File: src/rtl/id3x_pkg.sv
// ============================================================================
// id3x_pkg
// Shared types and constants of the ID3v2 tag text extractor.
// ============================================================================
package id3x_pkg;

	// Default sizes of the parse window and of one text field.
	localparam int DEF_WINDOW_BYTES = 4096;
	localparam int DEF_FIELD_LEN    = 32;

	// Field kind codes of a result word.
	localparam logic [1:0] KIND_TITLE   = 2'd0;
	localparam logic [1:0] KIND_ARTIST  = 2'd1;
	localparam logic [1:0] KIND_ALBUM   = 2'd2;
	localparam logic [1:0] KIND_SUMMARY = 2'd3;
	localparam logic [1:0] KIND_NONE    = 2'd3;

	// Identifier patterns, ASCII big-endian.
	localparam logic [23:0] ID_ID3  = 24'h494433;
	localparam logic [23:0] ID_TT2  = 24'h545432;
	localparam logic [31:0] ID_TIT2 = 32'h54495432;
	localparam logic [23:0] ID_TP1  = 24'h545031;
	localparam logic [31:0] ID_TPE1 = 32'h54504531;
	localparam logic [23:0] ID_TAL  = 24'h54414C;

	// Frame header sizes for new and old tag versions.
	localparam logic [3:0] HDR_V3 = 4'd10;
	localparam logic [3:0] HDR_V2 = 4'd6;
	localparam logic [7:0] VER_V3 = 8'd3;

	typedef struct packed {
		logic [7:0] data_byte;
		logic       first_byte;
		logic       end_of_data;
	} in_item_t;

	typedef struct packed {
		logic [1:0]  field_kind;
		logic [4:0]  char_pos;
		logic [7:0]  char_value;
		logic        found_tag;
		logic [28:0] audio_start;
		logic        last_result;
	} out_item_t;

	// Words handed from the parser to the result queue in one cycle.
	typedef struct packed {
		logic [1:0] cnt;
		out_item_t  item0;
		out_item_t  item1;
	} push_t;

endpackage

File: src/rtl/id3x_front.sv
// ============================================================================
// id3x_front
// Byte parser: tracks the header and frame walk and builds result words.
// ============================================================================
module id3x_front #(
	parameter int WINDOW_BYTES = id3x_pkg::DEF_WINDOW_BYTES,
	parameter int FIELD_LEN    = id3x_pkg::DEF_FIELD_LEN
) (
	input  logic              clk,
	input  logic              arst_n,
	input  logic              fire,
	input  id3x_pkg::in_item_t item,
	output id3x_pkg::push_t    push
);
	import id3x_pkg::*;

	localparam int OW  = $clog2(WINDOW_BYTES + 1);
	localparam int CW0 = $clog2(FIELD_LEN);
	localparam int CW  = (CW0 < 1) ? 1 : CW0;
	localparam int PW  = (CW < 5) ? 5 : CW;
	localparam logic [31:0] CNT_MAX = 32'(FIELD_LEN - 1);

	logic [OW-1:0] off_q, c_off, n_off;
	logic [7:0]    ver_q, c_ver, n_ver;
	logic [28:0]   tl_q, c_tl, n_tl;
	logic [31:0]   nfo_q, c_nfo, n_nfo;
	logic [31:0]   fid_q, c_fid, n_fid;
	logic [31:0]   fl_q, c_fl, n_fl;
	logic [1:0]    kind_q, c_kind, n_kind;
	logic [CW-1:0] rem_q, c_rem, n_rem;
	logic [PW-1:0] pos_q, c_pos, n_pos;
	logic [31:0]   cs_q, c_cs, n_cs;
	logic          nul_q, c_nul, n_nul;
	logic          tv_q, c_tv, n_tv;
	logic          done_q, c_done, n_done;
	logic          hact_q, c_hact, n_hact;

	// Restart on the first byte of a file, then the per-byte update.
	always_comb begin
		logic [31:0] off32;
		logic [3:0]  rel;
		logic        hact;
		logic        v3;
		logic [31:0] fid_b;
		logic [31:0] fl_b;
		logic [1:0]  fk;
		logic [31:0] cnt;
		logic [32:0] nxt;
		logic [3:0]  hdr;
		logic        ch;
		logic [7:0]  cv;
		out_item_t   chr;
		out_item_t   sum;

		if (item.first_byte) begin
			c_off = '0; c_ver = '0; c_tl = '0; c_nfo = 32'd10; c_fid = '0; c_fl = '0;
			c_kind = KIND_NONE; c_rem = '0; c_pos = '0; c_cs = '0; c_nul = 1'b0;
			c_tv = 1'b0; c_done = 1'b0; c_hact = 1'b0;
		end else begin
			c_off = off_q; c_ver = ver_q; c_tl = tl_q; c_nfo = nfo_q; c_fid = fid_q;
			c_fl = fl_q; c_kind = kind_q; c_rem = rem_q; c_pos = pos_q; c_cs = cs_q;
			c_nul = nul_q; c_tv = tv_q; c_done = done_q; c_hact = hact_q;
		end
		n_off = c_off; n_ver = c_ver; n_tl = c_tl; n_nfo = c_nfo; n_fid = c_fid;
		n_fl = c_fl; n_kind = c_kind; n_rem = c_rem; n_pos = c_pos; n_cs = c_cs;
		n_nul = c_nul; n_tv = c_tv; n_done = c_done; n_hact = c_hact;

		off32 = {{(32 - OW){1'b0}}, c_off};
		v3    = (c_ver >= VER_V3);
		hdr   = v3 ? HDR_V3 : HDR_V2;
		rel   = 4'(off32 - c_nfo);
		hact  = c_hact;
		fid_b = c_fid;
		fl_b  = c_fl;
		fk    = KIND_NONE;
		cnt   = '0;
		nxt   = '0;
		ch    = 1'b0;
		cv    = item.data_byte;

		if (!c_done && (c_off < OW'(WINDOW_BYTES))) begin
			if (c_off < OW'(3)) begin
				n_fid = {8'h00, c_fid[15:0], item.data_byte};
				if (c_off == OW'(2)) begin
					n_tv = ({c_fid[15:0], item.data_byte} == ID_ID3);
				end
			end else if (c_off == OW'(3)) begin
				n_ver = item.data_byte;
			end else if ((c_off >= OW'(6)) && (c_off <= OW'(9))) begin
				case (c_off[1:0])
					2'd2:    n_tl = c_tl | {item.data_byte, 21'd0};
					2'd3:    n_tl = c_tl | {7'd0, item.data_byte, 14'd0};
					2'd0:    n_tl = c_tl | {14'd0, item.data_byte, 7'd0};
					default: n_tl = c_tl | {21'd0, item.data_byte};
				endcase
			end else if ((c_off >= OW'(10)) && c_tv) begin
				// Character copy, or the start of the next frame header.
				if ((c_kind != KIND_NONE) && (off32 >= c_cs)) begin
					ch = 1'b1;
					if (c_nul) begin
						cv = 8'h00;
					end else if (item.data_byte == 8'h00) begin
						n_nul = 1'b1;
					end
					n_pos = c_pos + PW'(1);
					n_rem = c_rem - CW'(1);
					if (c_rem == CW'(1)) begin
						n_kind = KIND_NONE;
					end
				end else if (!c_hact && (off32 == c_nfo) && (off32 < {3'd0, c_tl})) begin
					hact  = 1'b1;
					fid_b = '0;
					fl_b  = '0;
				end
				n_hact = hact;
				if (hact) begin
					n_fid = fid_b;
					n_fl  = fl_b;
					if (rel < 4'd4) begin
						n_fid = {fid_b[23:0], item.data_byte};
					end
					if (v3 ? ((rel >= 4'd4) && (rel <= 4'd7)) : ((rel >= 4'd3) && (rel <= 4'd5))) begin
						n_fl = {fl_b[23:0], item.data_byte};
					end
					if (rel == (v3 ? 4'd9 : 4'd5)) begin
						// Frame header complete: classify and plan the copy.
						if ((n_fid[31:8] == ID_TT2) || (n_fid == ID_TIT2)) begin
							fk = KIND_TITLE;
						end else if ((n_fid[31:8] == ID_TP1) || (n_fid == ID_TPE1)) begin
							fk = KIND_ARTIST;
						end else if (n_fid[31:8] == ID_TAL) begin
							fk = KIND_ALBUM;
						end
						cnt = (n_fl == 32'd0) ? 32'd0 : (n_fl - 32'd1);
						if (cnt > CNT_MAX) begin
							cnt = CNT_MAX;
						end
						if ((fk != KIND_NONE) && (cnt != 32'd0)) begin
							n_kind = fk;
							n_rem  = cnt[CW-1:0];
							n_pos  = '0;
							n_nul  = 1'b0;
							n_cs   = c_nfo + {28'd0, hdr} + 32'd1;
						end
						nxt    = {1'b0, c_nfo} + {29'd0, hdr} + {1'b0, n_fl};
						n_nfo  = nxt[32] ? 32'hFFFF_FFFF : nxt[31:0];
						n_hact = 1'b0;
					end
				end
			end
			n_off = c_off + OW'(1);
		end

		chr.field_kind  = c_kind;
		chr.char_pos    = c_pos[4:0];
		chr.char_value  = cv;
		chr.found_tag   = 1'b0;
		chr.audio_start = '0;
		chr.last_result = 1'b0;

		sum.field_kind  = KIND_SUMMARY;
		sum.char_pos    = '0;
		sum.char_value  = '0;
		sum.found_tag   = n_tv;
		sum.audio_start = n_tv ? n_tl : 29'd0;
		sum.last_result = 1'b1;

		push.item0 = ch ? chr : sum;
		push.item1 = sum;
		push.cnt   = '0;
		if (fire && !c_done) begin
			push.cnt = {1'b0, ch} + {1'b0, item.end_of_data};
		end
		if (!c_done && item.end_of_data) begin
			n_done = 1'b1;
		end
	end

	// Parse state, updated once per accepted byte.
	always_ff @(posedge clk or negedge arst_n) begin
		if (!arst_n) begin
			off_q <= '0; ver_q <= '0; tl_q <= '0; nfo_q <= 32'd10; fid_q <= '0;
			fl_q <= '0; kind_q <= KIND_NONE; rem_q <= '0; pos_q <= '0; cs_q <= '0;
			nul_q <= 1'b0; tv_q <= 1'b0; done_q <= 1'b0; hact_q <= 1'b0;
		end else if (fire) begin
			off_q <= n_off; ver_q <= n_ver; tl_q <= n_tl; nfo_q <= n_nfo; fid_q <= n_fid;
			fl_q <= n_fl; kind_q <= n_kind; rem_q <= n_rem; pos_q <= n_pos; cs_q <= n_cs;
			nul_q <= n_nul; tv_q <= n_tv; done_q <= n_done; hact_q <= n_hact;
		end
	end

endmodule

File: src/rtl/id3x_queue.sv
// ============================================================================
// id3x_queue
// Four-entry result queue taking up to two words a cycle, giving one when not stalled.
// ============================================================================
module id3x_queue (
	input  logic                clk,
	input  logic                arst_n,
	input  id3x_pkg::push_t     push,
	output logic                full,
	output logic                out_valid,
	input  logic                out_stall,
	output id3x_pkg::out_item_t out_data
);
	import id3x_pkg::*;

	out_item_t  mem_q [4];
	logic [1:0] wr_q;
	logic [1:0] rd_q;
	logic [2:0] count_q;
	logic       pop;

	// Room for two words is needed before a byte is taken.
	assign full      = (count_q > 3'd2);
	assign out_valid = (count_q != 3'd0);
	assign out_data  = mem_q[rd_q];
	assign pop       = out_valid && !out_stall;

	// Storage.
	always_ff @(posedge clk) begin
		if (push.cnt != 2'd0) begin
			mem_q[wr_q] <= push.item0;
		end
		if (push.cnt == 2'd2) begin
			mem_q[wr_q + 2'd1] <= push.item1;
		end
	end

	// Pointers and fill count.
	always_ff @(posedge clk or negedge arst_n) begin
		if (!arst_n) begin
			wr_q    <= '0;
			rd_q    <= '0;
			count_q <= '0;
		end else begin
			wr_q    <= wr_q + push.cnt;
			rd_q    <= rd_q + {1'b0, pop};
			count_q <= count_q + {1'b0, push.cnt} - {2'b0, pop};
		end
	end

`ifndef SYNTHESIS
	a_count_range: assert property (@(posedge clk) disable iff (!arst_n)
		count_q <= 3'd4) else $error("queue count out of range");
	a_no_push_full: assert property (@(posedge clk) disable iff (!arst_n)
		(push.cnt != 2'd0) |-> !full) else $error("push into full queue");
	a_pair_ends: assert property (@(posedge clk) disable iff (!arst_n)
		(push.cnt == 2'd2) |-> (push.item1.last_result && !push.item0.last_result))
		else $error("word pair must end with the summary");
	a_cnt_legal: assert property (@(posedge clk) disable iff (!arst_n)
		push.cnt != 2'd3) else $error("too many words pushed");
`endif

endmodule

File: src/rtl/id3v2_tag_text_extractor_unit.sv
// ============================================================================
// id3v2_tag_text_extractor_unit
// Parses an ID3v2 header from a byte stream and emits title, artist, album
// characters and one summary word per file that is closed by end_of_data.
// ============================================================================
// Each result word is built combinationally from its byte and is written into the queue as the byte is accepted.
// Throughput: one byte per cycle; a byte gives at most two words and the
// output drains one word per cycle while out_stall is low, through a four-entry
// queue, so input stalls only while the queue holds more than two words.
// Reset: arst_n clears the parse state and empties the queue at once.
module id3v2_tag_text_extractor_unit #(
	parameter int WINDOW_BYTES = id3x_pkg::DEF_WINDOW_BYTES,
	parameter int FIELD_LEN    = id3x_pkg::DEF_FIELD_LEN
) (
	input  logic                clk,
	input  logic                arst_n,
	input  logic                in_valid,
	output logic                in_stall,
	input  id3x_pkg::in_item_t  in_data,
	output logic                out_valid,
	input  logic                out_stall,
	output id3x_pkg::out_item_t out_data
);
	import id3x_pkg::*;

	push_t push;
	logic  full;
	logic  fire;

	assign in_stall = full;
	assign fire     = in_valid && !full;

	id3x_front #(
		.WINDOW_BYTES(WINDOW_BYTES),
		.FIELD_LEN   (FIELD_LEN)
	) u_front (
		.clk   (clk),
		.arst_n(arst_n),
		.fire  (fire),
		.item  (in_data),
		.push  (push)
	);

	id3x_queue u_queue (
		.clk      (clk),
		.arst_n   (arst_n),
		.push     (push),
		.full     (full),
		.out_valid(out_valid),
		.out_stall(out_stall),
		.out_data (out_data)
	);

endmodule

File: config.mk
export PLATFORM = sky130hd
export DESIGN_NAME = id3v2_tag_text_extractor_unit
export DESIGN_NICKNAME = d
export VERILOG_FILES = /design/src/rtl/id3x_pkg.sv /design/src/rtl/id3x_front.sv /design/src/rtl/id3x_queue.sv /design/src/rtl/id3v2_tag_text_extractor_unit.sv
export SDC_FILE = /design/constraint.sdc
export NUM_CORES = 1
export LEC_CHECK = 0
export BUFFER_PORTS_ARGS = -buffer_cell sky130_fd_sc_hd__buf_2
export CORE_ASPECT_RATIO = 1.25
export CORE_MARGIN = 2
export CORE_UTILIZATION = 30
export CTS_BUF_LIST = sky130_fd_sc_hd__clkbuf_8
export DETAILED_ROUTE_END_ITERATION = 8
export PLACE_DENSITY_LB_ADDON = 0.1
export SKIP_LAST_GASP = 1
export SYNTH_ARGS = -nofsm -noshare
export SYNTH_HDL_FRONTEND = slang
export SYNTH_HIERARCHICAL = 1
export SYNTH_SLANG_ARGS = --single-unit
File: constraint.sdc
create_clock -name clk -period 8 [get_ports clk]
set_clock_uncertainty 0.2 [all_clocks]
set_input_delay 0.4 -clock clk [delete_from_list [all_inputs] [get_ports clk]]
set_output_delay 0.4 -clock clk [all_outputs]
set_load 0.02 [all_outputs]
==> flow_metrics.tcl <==
set metrics [dict create \
    status "finished, final reports clean" \
    hold_class "in2reg" \
    vdd_drop_max_mv 0.126 \
    ys_ff_latch 385 \
    yosys.area.top_type "edfxtp_1" \
    min_from "in_data[1]" \
    switchingPower_w 0.00283 \
    postSynthAreaPerCell_um2 10.4 \
    routedWlPerCell_um 24.3 \
    cap_violations 0 \
    yosysUniqueCellTypes 100 \
    finalHoldViolations 0 \
    power_frac_clock_pct 26.9 \
    r2r_start "u_front/nfo_q[21]" \
    synth_flop_cell "dfrtp_1" \
    synth_enable_flop_cells 184 \
    fmax_mhz 135 \
    ant_nets 0 \
    use_met2_pct 34.7 \
    finalNonFillerCells 3579 \
    cts_root_buf "clkbuf_8" \
    cp_max_fo 4 \
    p_sw_share_pct 40.4 \
    leakage_nw 11.3 \
    pin_count 62 \
    postCtsSetupBuffers 0 \
    yosysTopAreaCellShare_pct 22.3 \
    final_nets 2563 \
    use_met3_pct 2.76 \
    ys_warn_count 6 \
    endpoint_kind "flip-flop" \
    start_util_pct 30.4 \
    place_congestion 0.922 \
    numCtsBuffers 72 \
    fp.dieW_um 261 \
    vias_per_cell 5.53 \
    worst_slew_pin_slew_ps 1190 \
    htreeDepth 3 \
    drc 0 \
    netlist_instances 2379 \
    drt_wl_total_um 87100 \
    synth_commonest_cells "nand2_1, dfrtp_1, edfxtp_1" \
    row_count 117 \
    drive_above_1_share_pct 21.6 \
    cts_sinks 385 \
    area_delta_synth_final_pct 12.4 \
    syn_area_mm2 0.0248 \
    placed_area_mm2 0.0265 \
    synth_most_common_cell "nand2_1" \
    core_region_area_mm2 0.0817 \
    synthArstFlopShare_pct 52.2 \
    startpoint_type "flip-flop" \
    p_seq_share_pct 35.7 \
    grt_pass1_wl_um 130000 \
    insertion_delay_ps 700 \
    slew_violations 0 \
    die_h_um 326 \
    port_buffers 61 \
    grtUsageMet1_pct 25.4 \
    clk_pin_slew_worst_paths_ps 60 \
    synthTopCellsByArea "edfxtp_1, dfrtp_1, mux2_2, ha_1, mux4_2" \
    arrival_ps 7740 \
    grt_max_degree 87 \
    yosysSeqAreaShare_pct 42.6 \
    finalSetupTns_ps 0 \
    fin_area_mm2 0.0279 \
    grt_pass1_vias 20100 \
    setup_viol 0 \
    dp_hpwl_um 60800 \
    firstDrtPassIters 5 \
    critPathLaunch "u_front/nfo_q[21]" \
    vias 19800 \
    fin_crit_ps 7410 \
    critical_path_required_ps 8340 \
    dp.cells 3441 \
    design.die.area_mm2 0.0850 \
    initialDrtViolationCount 1542 \
    worstSetupPathType "reg2reg" \
    power_frac_comb_pct 37.4 \
    period_share_pct 92.6 \
    grt_most_used_layer "met2" \
    pwr_density_cell_mw_per_mm2 251 \
    grt_antenna_before_repair 2 \
    whs_ps 66.5 \
    cts_tree "done" \
    clockBufferDepth 3 \
    slew_headroom_pct 20.6 \
    rsz0062_at_grt "false" \
    grt_use_total_pct 20.4 \
    grt-ovfl-total 0 \
    power.internal_w 0.00416 \
]
==> flip-flops by register name, indices dropped and copies added, names as in the netlist <==
name             count
u_queue/mem_q      184
u_front/cs_q        32
u_front/fid_q       32
u_front/fl_q        32
u_front/nfo_q       32
u_front/tl_q        29
u_front/off_q       13
u_front/ver_q        8
u_front/pos_q        5
u_front/rem_q        5
u_queue/count_q      3
u_front/kind_q       2
u_queue/rd_q         2
u_queue/wr_q         2
u_front/done_q       1
u_front/hact_q       1
u_front/nul_q        1
u_front/tv_q         1
==> worst max-delay path, stage by stage, from the launching register on <==
cell,delay (ps)
dfrtp_1,420
nor4_1,590
o2111ai_1,280
or4_1,790
a2111oi_4,550
nor2_1,140
and3_1,220
a21oi_2,180
inv_1,80
fa_1,440
ha_1,360
nor2b_1,160
o31a_1,290
o21ai_0,290
a31oi_1,230
a21bo_2,280
o21a_1,200
a211o_1,320
a21boi_0,320
o31ai_1,190
a21o_1,200
a21oi_1,170
xnor2_1,90
a221o_1,290
==> worst paths after layout <==
kind,to,slack (ps),cells after the start
max,u_front/nfo_q[31],590,23
min,u_front/off_q[5],70,4
max reg2reg,u_front/nfo_q[31],590,23
min reg2reg,u_front/cs_q[22],290,2
min in group asynchronous,u_front/fl_q[26],100,2
max in group asynchronous,u_front/nfo_q[18],5990,3
==> through the flow <==
stage                     total power (W)  util [%]  setup WS (ps)
after CTS                         0.00708      34.1            329
after detailed placement          0.00516      32.4            167
after floorplan                   0.00424         -           9.96
after global routing              0.00739      34.1            180
final                             0.00699      34.1            594
after global placement            0.00515      32.4            457
==> power by group through the flow <==
stage	logic (W)	clock network, W	registers (W)
after CTS	0.00264	0.00195	0.00249
after floorplan	0.00183	0	0.00241
after global routing	0.00284	0.00203	0.00252
after global placement	0.00262	0	0.00253
final	0.00262	0.00188	0.00250
after detailed placement	0.00263	0	0.00253
==> cell type report <==
type	instances	area, um2
diodes	3	7.51
flip-flops and latches	385	10600
clock buffers	83	1140
fillers	8365	53800
multi-input cells	1780	13300
clock inverters	49	226
repair buffers	157	1080
inverters	51	191
well taps	1071	1340
==> cell usage in the layout, fill, tap and decap left out, types with 55 or more instances in the layout <==
master,count
a21oi_1,100
buf_2,59
buf_4,91
clkbuf_8,83
dfrtp_1,195
edfxtp_1,184
ha_1,98
inv_1,71
mux2_2,176
nand2_1,218
nand3_1,90
nor2_1,178
o21ai_0,85
xnor2_1,55
==> kinds of logic (layout without fill, tap and decap cells) <==
kind of cell / after synthesis / count (layout) / synth area share (%)
and+or+nand+nor: 784 / 784 / 15.6
AOI/OAI and AO/OA: 545 / 545 / 15.8
DFF: 385 / 385 / 42.6
muxes: 256 / 256 / 13.7
buffers and inverters: 228 / 340 / 4.29
adders and majority gates: 102 / 102 / 5.27
xor gates and xnor gates: 77 / 77 / 2.72
other: 2 / 19 / 0.0303
==> per-layer routing <==
| layer | share of wire (%) | up-vias | routed length [um] |
|---|---|---|---|
| li1 | - | 9144 | - |
| met1 | 42 | 9957 | 36600 |
| met2 | 49 | 533 | 43000 |
| met3 | 4.2 | 168 | 3650 |
| met4 | 4.4 | 0 | 3880 |
| met5 | 0 | - | 0 |
==> what timing repair did <==
item | CTS | global route
resized for setup | 0 | 1
endpoints found under the setup margin | 0 | 25
hold buffers | 3 | 0
hold endpoints to repair | 87 | 0
No activity file was read; power rests on OpenSTA's default activity.
